$ cat src/rtl/piston_cycle_test_sequencer_defines.svh
// ----------------------------------------------------------------------------
// piston cycle test sequencer - assertion macros
// shared concurrent assertion forms, clocked on clk and quiet during reset
// ----------------------------------------------------------------------------
`ifndef PISTON_CYCLE_TEST_SEQUENCER_DEFINES_SVH
`define PISTON_CYCLE_TEST_SEQUENCER_DEFINES_SVH

// same-cycle implication
`define PCTS_ASSERT_IMPL(label, ante, cons, msg) \
	label: assert property (@(posedge clk) disable iff (!arst_n) (ante) |-> (cons)) \
		else $error(msg);

// next-cycle implication
`define PCTS_ASSERT_NEXT(label, ante, cons, msg) \
	label: assert property (@(posedge clk) disable iff (!arst_n) (ante) |=> (cons)) \
		else $error(msg);

`endif

$ cat src/rtl/pcts_pkg.sv
// ----------------------------------------------------------------------------
// pcts_pkg
// widths, codes and the result record shared by the piston cycle test sequencer
// ----------------------------------------------------------------------------
package pcts_pkg;

	localparam int NOW_WIDTH       = 32;
	localparam int POS_WIDTH       = 2;
	localparam int VALVE_WIDTH     = 2;
	localparam int COUNT_WIDTH     = 25;
	localparam int COUNT_MAX_WIDTH = 24;
	localparam int HOLD_WIDTH      = 16;
	localparam int ERR_RUN_WIDTH   = 4;
	localparam int CFG_INDEX_WIDTH = 1;
	localparam int CFG_DATA_WIDTH  = 24;

	localparam int ERROR_LIMIT_DEF = 10;
	localparam int TIME_WIDTH_DEF  = 32;

	localparam logic [CFG_INDEX_WIDTH-1:0] REG_COUNT_MAX = 1'b0;
	localparam logic [CFG_INDEX_WIDTH-1:0] REG_HOLD_TIME = 1'b1;

	localparam logic [POS_WIDTH-1:0] POS_TOP    = 2'd1;
	localparam logic [POS_WIDTH-1:0] POS_BOTTOM = 2'd2;

	localparam logic [VALVE_WIDTH-1:0] VALVE_NONE = 2'd0;
	localparam logic [VALVE_WIDTH-1:0] VALVE_UP   = 2'd1;
	localparam logic [VALVE_WIDTH-1:0] VALVE_DOWN = 2'd2;

	typedef struct packed {
		logic [VALVE_WIDTH-1:0] valve_command;
		logic                   report_valid;
		logic                   run_finished;
		logic [COUNT_WIDTH-1:0] cycle_count;
		logic [COUNT_WIDTH-1:0] miss_count;
	} pcts_result_t;

endpackage

$ cat src/rtl/piston_cycle_test_sequencer.sv
// ----------------------------------------------------------------------------
// piston_cycle_test_sequencer
// piston up/down endurance test sequencer, one result per poll
// ----------------------------------------------------------------------------
// Takes one poll transaction per clock while in_stall is low and returns
// exactly one result transaction per poll. A poll is captured in the input
// register, the step logic runs on it and the result lands in the output
// register once the output side is free, so the sustained rate is one poll
// per clock while out_stall stays low. The output register frees the input
// side: a new poll is taken while a finished result still waits on
// out_stall. Configuration writes are always ready and take effect at once;
// write them only with no poll in flight. No clearing pass follows reset.
`include "piston_cycle_test_sequencer_defines.svh"

module piston_cycle_test_sequencer #(
	parameter int ERROR_LIMIT = pcts_pkg::ERROR_LIMIT_DEF,
	parameter int TIME_WIDTH  = pcts_pkg::TIME_WIDTH_DEF
) (
	input  logic                                  clk,
	input  logic                                  arst_n,
	input  logic                                  in_valid,
	output logic                                  in_stall,
	input  logic [pcts_pkg::NOW_WIDTH-1:0]        now_ms,
	input  logic [pcts_pkg::POS_WIDTH-1:0]        piston_position,
	input  logic                                  current_present,
	output logic                                  out_valid,
	input  logic                                  out_stall,
	output logic [pcts_pkg::VALVE_WIDTH-1:0]      valve_command,
	output logic                                  report_valid,
	output logic                                  run_finished,
	output logic [pcts_pkg::COUNT_WIDTH-1:0]      cycle_count,
	output logic [pcts_pkg::COUNT_WIDTH-1:0]      miss_count,
	input  logic                                  cfg_valid,
	output logic                                  cfg_ready,
	input  logic [pcts_pkg::CFG_INDEX_WIDTH-1:0]  cfg_index,
	input  logic [pcts_pkg::CFG_DATA_WIDTH-1:0]   cfg_data
);
	import pcts_pkg::*;

	logic [COUNT_MAX_WIDTH-1:0] count_max_q;
	logic [HOLD_WIDTH-1:0]      hold_time_q;

	logic                       valid_s1;
	logic [TIME_WIDTH-1:0]      now_s1;
	logic [POS_WIDTH-1:0]       pos_s1;
	logic                       current_s1;

	logic                       valid_s2;
	pcts_result_t               result_s2;
	pcts_result_t               step_result;

	logic                       advance;
	logic                       in_take;

	assign cfg_ready = 1'b1;
	assign advance   = valid_s1 && (!valid_s2 || !out_stall);
	assign in_stall  = valid_s1 && !advance;
	assign in_take   = in_valid && !in_stall;

	always_ff @(posedge clk or negedge arst_n) begin
		if (!arst_n) begin
			count_max_q <= '0;
			hold_time_q <= '0;
		end else if (cfg_valid && cfg_ready) begin
			case (cfg_index)
				REG_COUNT_MAX: count_max_q <= cfg_data[COUNT_MAX_WIDTH-1:0];
				REG_HOLD_TIME: hold_time_q <= cfg_data[HOLD_WIDTH-1:0];
				default: begin
				end
			endcase
		end
	end

	always_ff @(posedge clk or negedge arst_n) begin
		if (!arst_n) begin
			valid_s1 <= 1'b0;
			valid_s2 <= 1'b0;
		end else begin
			if (in_take) begin
				valid_s1 <= 1'b1;
			end else if (advance) begin
				valid_s1 <= 1'b0;
			end
			if (advance) begin
				valid_s2 <= 1'b1;
			end else if (!out_stall) begin
				valid_s2 <= 1'b0;
			end
		end
	end

	// payload registers
	always_ff @(posedge clk) begin
		if (in_take) begin
			now_s1     <= now_ms[TIME_WIDTH-1:0];
			pos_s1     <= piston_position;
			current_s1 <= current_present;
		end
		if (advance) begin
			result_s2 <= step_result;
		end
	end

	pcts_core #(
		.ERROR_LIMIT (ERROR_LIMIT),
		.TIME_WIDTH  (TIME_WIDTH)
	) u_core (
		.clk       (clk),
		.arst_n    (arst_n),
		.step_en   (advance),
		.now       (now_s1),
		.pos       (pos_s1),
		.current   (current_s1),
		.count_max (count_max_q),
		.hold_time (hold_time_q),
		.result    (step_result)
	);

	assign out_valid     = valid_s2;
	assign valve_command = result_s2.valve_command;
	assign report_valid  = result_s2.report_valid;
	assign run_finished  = result_s2.run_finished;
	assign cycle_count   = result_s2.cycle_count;
	assign miss_count    = result_s2.miss_count;

	`PCTS_ASSERT_IMPL(a_report_is_push_up, out_valid && report_valid, valve_command == VALVE_UP && !run_finished, "report without push-up")
	`PCTS_ASSERT_NEXT(a_waiting_poll_kept, valid_s1 && !advance, valid_s1, "waiting poll dropped")
	`PCTS_ASSERT_NEXT(a_result_from_step, advance, valid_s2, "step produced no result")

endmodule

$ cat src/rtl/pcts_core.sv
// ----------------------------------------------------------------------------
// pcts_core
// sequencer state and the combinational step logic for one poll
// ----------------------------------------------------------------------------
`include "piston_cycle_test_sequencer_defines.svh"

module pcts_core #(
	parameter int ERROR_LIMIT = pcts_pkg::ERROR_LIMIT_DEF,
	parameter int TIME_WIDTH  = pcts_pkg::TIME_WIDTH_DEF
) (
	input  logic                                   clk,
	input  logic                                   arst_n,
	input  logic                                   step_en,
	input  logic [TIME_WIDTH-1:0]                  now,
	input  logic [pcts_pkg::POS_WIDTH-1:0]         pos,
	input  logic                                   current,
	input  logic [pcts_pkg::COUNT_MAX_WIDTH-1:0]   count_max,
	input  logic [pcts_pkg::HOLD_WIDTH-1:0]        hold_time,
	output pcts_pkg::pcts_result_t                 result
);
	import pcts_pkg::*;

	localparam logic [ERR_RUN_WIDTH-1:0] ERR_LIMIT = ERR_RUN_WIDTH'(ERROR_LIMIT);

	typedef enum logic [2:0] {
		PH_PUSH_UP,
		PH_WAIT_TOP,
		PH_PUSH_DOWN,
		PH_WAIT_BOTTOM,
		PH_CHECK_CURRENT
	} phase_t;

	phase_t                   phase_q, phase_nxt;
	logic [TIME_WIDTH-1:0]    start_q, start_nxt;
	logic [COUNT_WIDTH-1:0]   cycles_q, cycles_nxt;
	logic [COUNT_WIDTH-1:0]   misses_q, misses_nxt;
	logic [ERR_RUN_WIDTH-1:0] error_run_q, error_run_nxt;
	logic                     settle_q, settle_nxt;

	logic [TIME_WIDTH-1:0]    elapsed;
	logic                     timed_out;
	logic [ERR_RUN_WIDTH-1:0] err_inc;
	logic                     err_hit;
	logic                     run_active;

	// wrap-around difference over the timestamp width
	assign elapsed    = now - start_q;
	assign timed_out  = elapsed > TIME_WIDTH'(hold_time);
	assign err_inc    = error_run_q + ERR_RUN_WIDTH'(1);
	assign err_hit    = err_inc >= ERR_LIMIT;
	assign run_active = cycles_q <= COUNT_WIDTH'(count_max);

	always_comb begin
		phase_nxt            = phase_q;
		start_nxt            = start_q;
		cycles_nxt           = cycles_q;
		misses_nxt           = misses_q;
		error_run_nxt        = error_run_q;
		settle_nxt           = settle_q;
		result.valve_command = VALVE_NONE;
		result.report_valid  = 1'b0;
		result.run_finished  = 1'b0;
		if (run_active) begin
			case (phase_q)
				PH_PUSH_UP: begin
					result.report_valid  = 1'b1;
					result.valve_command = VALVE_UP;
					start_nxt            = now;
					phase_nxt            = PH_WAIT_TOP;
				end
				PH_WAIT_TOP: begin
					if (timed_out) begin
						start_nxt = '0;
						if (pos == POS_TOP) begin
							phase_nxt = PH_PUSH_DOWN;
						end else begin
							phase_nxt           = PH_PUSH_UP;
							error_run_nxt       = err_hit ? '0 : err_inc;
							result.run_finished = err_hit;
						end
					end
				end
				PH_PUSH_DOWN: begin
					result.valve_command = VALVE_DOWN;
					start_nxt            = now;
					phase_nxt            = PH_WAIT_BOTTOM;
				end
				PH_WAIT_BOTTOM: begin
					if (pos == POS_BOTTOM) begin
						phase_nxt = PH_CHECK_CURRENT;
					end else if (timed_out) begin
						cycles_nxt          = cycles_q + COUNT_WIDTH'(1);
						misses_nxt          = misses_q + COUNT_WIDTH'(1);
						start_nxt           = '0;
						phase_nxt           = PH_PUSH_UP;
						error_run_nxt       = err_hit ? '0 : err_inc;
						result.run_finished = err_hit;
					end
				end
				PH_CHECK_CURRENT: begin
					// first poll here only starts the settle timer
					if (!settle_q) begin
						start_nxt  = now;
						settle_nxt = 1'b1;
					end else if (timed_out) begin
						if (!current) begin
							misses_nxt = misses_q + COUNT_WIDTH'(1);
						end
						cycles_nxt = cycles_q + COUNT_WIDTH'(1);
						phase_nxt  = PH_PUSH_UP;
						start_nxt  = '0;
						settle_nxt = 1'b0;
					end
				end
				default: begin
					phase_nxt = PH_PUSH_UP;
				end
			endcase
		end else begin
			cycles_nxt          = '0;
			misses_nxt          = '0;
			result.run_finished = 1'b1;
		end
		result.cycle_count = cycles_nxt;
		result.miss_count  = misses_nxt;
	end

	always_ff @(posedge clk or negedge arst_n) begin
		if (!arst_n) begin
			phase_q     <= PH_PUSH_UP;
			start_q     <= '0;
			cycles_q    <= '0;
			misses_q    <= '0;
			error_run_q <= '0;
			settle_q    <= 1'b0;
		end else if (step_en) begin
			phase_q     <= phase_nxt;
			start_q     <= start_nxt;
			cycles_q    <= cycles_nxt;
			misses_q    <= misses_nxt;
			error_run_q <= error_run_nxt;
			settle_q    <= settle_nxt;
		end
	end

	`PCTS_ASSERT_IMPL(a_err_run_below_limit, 1'b1, error_run_q < ERR_LIMIT, "error run at limit")
	`PCTS_ASSERT_IMPL(a_settle_in_check, settle_q, phase_q == PH_CHECK_CURRENT, "settle outside check")
	`PCTS_ASSERT_NEXT(a_state_held_idle, !step_en, phase_q == $past(phase_q) && cycles_q == $past(cycles_q), "state moved without a step")

endmodule
$ cat config.mk
export PLATFORM = sky130hd
export DESIGN_NAME = piston_cycle_test_sequencer
export DESIGN_NICKNAME = d
export VERILOG_FILES = /design/src/rtl/pcts_pkg.sv /design/src/rtl/piston_cycle_test_sequencer.sv /design/src/rtl/pcts_core.sv
export VERILOG_INCLUDE_DIRS = /design/src /design/src/rtl
export SDC_FILE = /design/constraint.sdc
export NUM_CORES = 1
export LEC_CHECK = 0
export BUFFER_PORTS_ARGS = -buffer_cell sky130_fd_sc_hd__buf_2
export CAP_MARGIN = 20
export CORE_AREA = 2 2 160 162
export CTS_BUF_LIST = sky130_fd_sc_hd__clkbuf_8 sky130_fd_sc_hd__clkbuf_16
export CTS_CLUSTER_DIAMETER = 200
export CTS_CLUSTER_SIZE = 25
export DETAILED_ROUTE_END_ITERATION = 10
export DIE_AREA = 0 0 162 164
export GPL_TIMING_DRIVEN = 0
export PLACE_DENSITY_LB_ADDON = 0.08
export RECOVER_POWER = 25
export SLEW_MARGIN = 20
export SYNTH_ARGS = -nofsm -noshare
export SYNTH_HDL_FRONTEND = slang
export SYNTH_SLANG_ARGS = --single-unit
$ cat constraint.sdc
create_clock -name clk -period 5.2 [get_ports clk]
set_clock_uncertainty 0.2 [all_clocks]
set_input_delay 0 -clock clk [delete_from_list [all_inputs] [get_ports clk]]
set_output_delay 0 -clock clk [all_outputs]
set_load 0.005 [all_outputs]
==> Implementation_results.wiki, run 1 <==
{| class="wikitable"
! Metric !! Value
|-
| Largest net degree at the start of global routing || 94
|-
| Crit end category || flip-flop
|-
| Portion of the post-synthesis area used by sequential elements || 43.9%
|-
| Number of standard-cell rows in the floorplan || 58
|-
| Final net count || 1,835
|-
| Async set-or-reset flop fraction in the synthesized netlist || 60.0%
|-
| Post-Syn Area per Cell || approximately 9.6 um2
|-
| Drt initial violations || between 1,000 and 1,500
|-
| Worst R2R Path Depth || 25
|-
| First-pass GRT wire length || 59,800 um
|-
| Most area-hungry cell type in the Yosys netlist || dfrtp_1
|-
| Most frequent cell on the critical path || buf_6
|-
| Synthesized netlist net count || 1,550
|-
| Sequential group share of total power || 33.3%
|-
| Fraction of final layout cells with drive strength greater than 1 || 20.8%
|-
| Number of placed instances, taps included || 1,861
|-
| Switch Pwr || 0.00286 W
|-
| Minimum clock period || 5.88 ns
|-
| Via count of the first global-routing pass || 11,700
|-
| Clk root buf || clkbuf_16
|-
| Aggregate negative setup slack || -73.67 ns
|-
| Number of gates on the worst path with buffers counted || 25
|-
| Failing checks || capacitance limit, slew limit, setup timing
|-
| Vias per inst || 6.01
|-
| Worst hold-check slack || 0.0173 ns
|-
| Area growth, synth to finish || 26.0%
|-
| Ratio of final minimum period to clock period || 113%
|-
| Number of enable flip-flop cells after synthesis || 88
|-
| DPL Wire Length || approximately 25,000 um
|-
| Number of vias after detailed routing || approximately 12,000
|-
| Util after Layout || 68.8%
|-
| Dominant register cell in the synthesized netlist || dfrtp_1
|-
| Hold depth || 2
|-
| Number of sinks driven by the clock tree || between 200 and 250
|-
| DRC violations left || 0
|-
| H-tree depth || 1
|-
| Slowest stage cell on the critical path || or4b_4
|-
| Count of fill cells added during filler insertion || 1,995
|-
| Peak fanout along the critical path || 8
|-
| GP Congestion || 0.923
|-
| Slew HR || -41.5%
|-
| Core Region || 0.0248 mm2
|-
| Number of ports placed on the die boundary || 122
|-
| Number of pins with negative max-slew slack in the final report || 40
|-
| Critical path buffers and inverters || 4
|-
| Vertical die dimension || 164 um
|-
| Sw Ratio || 40.6%
|-
| Post-Syn Area || 0.0135 mm2
|-
| Share of power burned in the clock network || between 10 and 15%
|-
| Non-filler cells in the finished layout || a little over 2,000
|-
| Effective utilization at floorplan || about 55%
|-
| Number of warning messages in the yosys log || 0
|-
| Run status || finished with violations
|-
| Reported leakage power || 7.06 nW
|-
| Flip-flop and latch count after synthesis || 220
|-
| Antenna violation net count after detailed routing || 0
|-
| Horiz. Die Dim || 162 um
|-
| Required time of the worst setup path || 5.21 ns
|-
| Clock Pin Slew Worst Setup and Hold Paths || 0.10 ns
|-
| Clock Tree Buf Depth || 3
|-
| Final setup fails || 141
|-
| Area of the die || 0.0266 mm2
|-
| Number of antenna violations at the first check in global routing || 1
|-
| Area after DPL || 0.0147 mm2
|-
| Final Hold Vio Count || 0
|-
| Clock buffers created by TritonCTS || 12
|-
| Crit path kind || reg2reg
|-
| Largest cells by area after synthesis || dfrtp_1, edfxtp_1, ha_1, nand2_1, a21oi_1
|-
| Tightest Pin Transition || 2.12 ns
|-
| TritonCTS clock tree || built
|-
| Power density over the cells || slightly above 400 mW/mm2
|-
| Drt pass-1 iters || 6
|-
| Remaining Overflow, GRT || 0
|-
| Part of the power in combinational logic || between 50% and 60%
|-
| Worst EP arrival || ~6 ns
|-
| Reported max-cap violation count || 1
|-
| Max VDD drop || 330 uV
|-
| Kind of cell with the highest combined delay on the critical path || compound AO/OA/AOI/OAI gates
|-
| Hold/Removal Path Class || in2reg
|-
| P_int || 0.00418 W
|-
| Count of different cell masters after synthesis || 101
|-
| Area share of the leading cell type in the synthesized netlist || roughly a quarter
|-
| Most used cells in the layout excluding fill and tap cells || dfrtp_1, nand2_1, buf_2, inv_1, nor2_1
|-
| Gate count of the mapped netlist || 1,409
|-
| Setup repair after global routing missed its margin || yes
|-
| Number of port buffers || 120
|-
| Wire per inst || 18.6 um
|-
| Post-route worst setup slack || -0.683 ns
|-
| Final non-filler cell area || ~0.017 mm2
|-
| Most common cell after layout, fill and taps aside || dfrtp_1
|-
| Nature of the critical path startpoint || flip-flop
|-
| Largest stage delay on the critical path || 0.50 ns
|-
| Final wirelength || 37,700 um
|-
| Worst skew pair latency || 0.49 ns
|-
| GRT Resource Usage Total || 27.9%
|-
| Achievable Freq || about 170 MHz
|}
==> metrics by stage <==
stage / setup slack [ns] / power (W)
after global placement: -0.864 / 0.00531
after global routing: -0.839 / 0.00746
after floorplan: -0.130 / 0.00453
after detailed placement: -0.927 / 0.00537
final: -0.683 / 0.00703
after CTS: -0.660 / 0.00676
==> worst paths after layout <==
check | endpoint | start | slack [ns]
setup / recovery | cycle_count[12] | now_s1[0] | -0.68
hold / removal | now_s1[14] | now_ms[14] | 0.02
setup reg to reg | cycle_count[12] | now_s1[0] | -0.68
hold reg to reg | u_core.start_q[6] | u_core.start_q[6] | 0.30
max in group asynchronous | u_core.start_q[30] | arst_n | 2.30
min in group asynchronous | u_core.start_q[1] | arst_n | 0.59
==> final cells by class <==
type	instances	area (um2)	share of cell area [%]
tap	330	413	2.42
buffer	73	542	3.17
timing repair buffer	272	2160	12.6
clock inverter	7	28.8	0.169
sequential	220	5950	34.8
multi-input combinational	1023	7300	42.8
inverter	92	345	2.02
antenna	1	2.50	0.0147
clock buffer	13	325	1.91
==> registers in the layout (all words and copies together) (netlist names), 2 cells and up <==
register,cells
u_core.start_q,32
u_core.misses_q,25
pos_s1,2
now_s1,32
hold_time_q,16
u_core.error_run_q,4
cycle_count,25
count_max_q,24
u_core.cycles_q,25
miss_count,25
valve_command,2
u_core.phase_q,3
==> cell usage after synthesis (8+ instances only) <==
master	number
o21ai_1	17
a31oi_1	25
o21ai_0	77
dfrtp_1	132
nand2_1	128
buf_2	8
a21oi_1	83
xor2_1	27
a22o_1	33
o31ai_1	23
a21o_1	24
nor2_1	95
edfxtp_1	88
mux2_2	17
o211ai_1	14
or3_1	21
and2_1	25
a211oi_1	9
and3_1	21
nand4_1	39
ha_1	75
inv_1	92
o21a_1	14
buf_6	8
or4_1	15
nand3_1	45
nand2b_1	9
nor3_1	27
clkbuf_1	43
nor2b_1	15
xnor2_1	21
==> metal layers <==
metal | share of wire (%) | global-route usage (%)
met4 | 3.9 | 11.3
met1 | 41 | 35.8
met3 | 6.3 | 3.18
met2 | 48 | 48.5
met5 | 0 | 0
==> power groups by stage <==
| stage | sequential (W) | clock [W] | combinational (W) |
|---|---|---|---|
| after detailed placement | 0.00237 | 0 | 0.00301 |
| after global placement | 0.00236 | 0 | 0.00295 |
| after floorplan | 0.00233 | 0 | 0.00221 |
| after CTS | 0.00233 | 0.00106 | 0.00338 |
| final | 0.00234 | 0.00104 | 0.00365 |
| after global routing | 0.00238 | 0.00111 | 0.00397 |
==> cells by family (layout without fill, tap and decap cells) <==
family                   after synthesis  after routing  synth area share (%)
buffers and inverters                166            457                  5.84
flip-flops                           220            220                  43.9
adder cells (fa/ha/maj)               76             76                  7.08
AO/OA/AOI/OAI                        393            393                  20.0
AND/OR/NAND/NOR                      486            486                  18.5
other                                  1              2                0.0277
XOR/XNOR                              48             48                  3.11
multiplexers                          19             19                  1.56
==> what timing repair did <==
item	CTS	global route
hold buffers	87	0
resized for setup	72	43
buffers inserted	46	12
hold endpoints to repair	231	0
endpoints found under the setup margin	141	141
pin swaps	49	41
cloned	3	3
(Power assumes the default switching activity.)
==> run 2: changes to the inputs <==
- CORE_AREA: 2 2 160 162 -> 8 8 166 168
- DIE_AREA: 0 0 162 164 -> 0 0 174 176
==> run 2 against run 1 <==
  * The run still ends with capacitance limit, slew limit, setup timing left
  * Sequential share of layout area shrank 0.62 points
  * Sequential power is essentially flat
  * Worst setup slack gained 0.061 ns
  * Wire length grew 5.0%
  * Core utilization grew 1.3 points
  * Die area grew 15%
==> Implementation_results.wiki, run 2 (same netlist as run 1, synthesis figures left out) <==
{| class="wikitable"
! Metric !! Value
|-
| Slew HR || -143%
|-
| Final wirelength || 39,600 um
|-
| Remaining Overflow, GRT || 0
|-
| Peak fanout along the critical path || 5
|-
| Most used cells in the layout excluding fill and tap cells || dfrtp_1, nand2_1, buf_2, inv_1, nor2_1
|-
| Sw Ratio || 41.4%
|-
| Max VDD drop || 295 uV
|-
| Crit end category || flip-flop
|-
| Worst hold-check slack || 0.0143 ns
|-
| Number of antenna violations at the first check in global routing || 0
|-
| Number of sinks driven by the clock tree || between 200 and 250
|-
| Minimum clock period || 5.82 ns
|-
| Post-route worst setup slack || -0.622 ns
|-
| Number of placed instances, taps included || 1,861
|-
| Setup repair after global routing missed its margin || yes
|-
| Hold/Removal Path Class || in2reg
|-
| Crit path kind || reg2reg
|-
| GP Congestion || 0.886
|-
| Area of the die || 0.0306 mm2
|-
| Final setup fails || 141
|-
| Clock Tree Buf Depth || 3
|-
| Antenna violation net count after detailed routing || 0
|-
| Reported max-cap violation count || 1
|-
| Number of vias after detailed routing || 12,200
|-
| DPL Wire Length || 26,700 um
|-
| Vertical die dimension || about 180 um
|-
| Power density over the cells || approximately 410 mW/mm2
|-
| Horiz. Die Dim || 174 um
|-
| Vias per inst || 6.01
|-
| Reported leakage power || 7.11 nW
|-
| Achievable Freq || 172 MHz
|-
| Most common cell after layout, fill and taps aside || dfrtp_1
|-
| Part of the power in combinational logic || 52.9%
|-
| Worst EP arrival || 5.96 ns
|-
| H-tree depth || 1
|-
| Diodes inserted || 0
|-
| GRT Resource Usage Total || around 25%
|-
| Sequential group share of total power || 32.7%
|-
| Clock Pin Slew Worst Setup and Hold Paths || 0.11 ns
|-
| Non-filler cells in the finished layout || between 2,000 and 2,500
|-
| Effective utilization at floorplan || 54.5%
|-
| Clock buffers created by TritonCTS || 12
|-
| Registers with the highest flip-flop counts || now_s1: 32 flops, u_core.start_q: 32 flops
|-
| Ratio of final minimum period to clock period || 112%
|-
| Via count of the first global-routing pass || 12,300
|-
| Number of standard-cell rows in the floorplan || 58
|-
| Drt pass-1 iters || 5
|-
| Area growth, synth to finish || 28.3%
|-
| Fraction of final layout cells with drive strength greater than 1 || a little under a quarter
|-
| Share of power burned in the clock network || 14.4%
|-
| Number of ports placed on the die boundary || 122
|-
| Switch Pwr || 0.00298 W
|-
| Worst skew pair latency || 0.49 ns
|-
| Final net count || 1,833
|-
| DRC violations left || 0
|-
| P_int || 0.00422 W
|-
| Largest net degree at the start of global routing || 75
|-
| Core Region || roughly 0.025 mm2
|-
| Run status || finished with violations
|-
| First-pass GRT wire length || 62,800 um
|-
| Failing checks || capacitance limit, slew limit, setup timing
|-
| Final Hold Vio Count || 0
|-
| TritonCTS clock tree || built
|-
| Count of fill cells added during filler insertion || 1,923
|-
| Nature of the critical path startpoint || flip-flop
|-
| Worst setup slack after placement || -0.875 ns
|-
| Wire per inst || about 20 um
|-
| Tightest Pin Transition || between 3 and 4 ns
|-
| Drt initial violations || approximately 1,100
|-
| Number of port buffers || 120
|-
| Number of pins with negative max-slew slack in the final report || between 50 and 60
|-
| Required time of the worst setup path || ~5.3 ns
|-
| Clk root buf || clkbuf_16
|}
-- run 2: cell types whose count changed in the layout (fill, tap and decap cells not counted), moves of 5 or more --
cell / before / now
buf_12: 8 / 3
or4_1: 15 / 10
a21oi_1: 69 / 61
o21ai_2: 4 / 11
a31oi_4: 2 / 9
buf_6: 15 / 42
o21ai_0: 63 / 56
or4_4: 1 / 6
buf_4: 54 / 32
a21oi_2: 12 / 19
a31oi_1: 18 / 13
-- run 2: metal layers --
layer  vias up  part of all wire (%)  GRT usage [%]
met4         0                   4.4           10.0
met3       122                   6.1           3.35
li1       5770                     -              -
met1      5862                    42           31.0
met2       425                    48           42.8
met5         -                     0              0
-- run 2: what timing repair did --
item | CTS | global route
resized for setup | 107 | 115
pin swaps | 57 | 85
endpoints found under the setup margin | 141 | 141
endpoints found under the hold margin | 231 | 0
hold buffers | 86 | 0
cloned | 3 | 4
buffers inserted | 40 | 18
-- run 2: power by group through the flow --
| stage | logic [W] | registers (W) | clock network (W) |
|---|---|---|---|
| floorplan | 0.00221 | 0.00233 | 0 |
| global placement | 0.00297 | 0.00236 | 0 |
| detailed placement | 0.00303 | 0.00237 | 0 |
| CTS | 0.00344 | 0.00234 | 0.00106 |
| global route | 0.00415 | 0.00239 | 0.00111 |
| finish | 0.00381 | 0.00235 | 0.00104 |
-- run 2: final timing paths --
path,start,endpoint,slack (ns),cells after the start
min in group asynchronous,arst_n,count_max_q[2],0.58,4
max in group asynchronous,arst_n,u_core.start_q[29],0.81,4
worst min-delay path,piston_position[0],pos_s1[0],0.01,2
worst max register to register,u_core.start_q[0],miss_count[24],-0.62,23
worst min register to register,u_core.start_q[7],u_core.start_q[7],0.31,1
worst max-delay path,u_core.start_q[0],miss_count[24],-0.62,23
-- run 2: layout make-up --
type	instances	area [um2]	share of cell area [%]
multi-input combinational	1023	7660	44.1
sequential	220	5950	34.2
timing repair buffer	271	2140	12.3
buffer	72	520	3.00
tap	330	413	2.38
inverter	92	345	1.99
clock buffer	13	325	1.87
clock inverter	7	28.8	0.166
-- run 2: critical path: stages (launching register included) --
cell	delay (ns)
dfrtp_1	0.43
ha_4	0.19
fa_2	0.34
and2b_2	0.25
o2111ai_4	0.18
a21oi_2	0.23
o21ai_2	0.07
nor2b_4	0.15
xnor2_2	0.16
ha_1	0.33
a21oi_1	0.13
nand2_1	0.07
a221o_1	0.31
o31a_1	0.30
buf_4	0.15
a2111o_1	0.28
and4bb_2	0.31
o2111ai_2	0.13
or4_4	0.58
o21ai_4	0.24
buf_6	0.16
a22oi_2	0.10
a21o_1	0.27
a21oi_2	0.13
-- run 2: stage by stage --
| step | TNS, ns | power [W] | instance area, um2 | utilization, % |
|---|---|---|---|---|
| after floorplan | -2.60 | 0.00453 | 13700 | - |
| after global placement | -97.44 | 0.00533 | 14700 | 59.1 |
| after detailed placement | -99.61 | 0.00540 | 14700 | 59.4 |
| after CTS | -70.63 | 0.00684 | 16700 | 67.4 |
| after global routing | -100.13 | 0.00765 | 17400 | 70.0 |
| final | -68.83 | 0.00720 | 17400 | 70.0 |
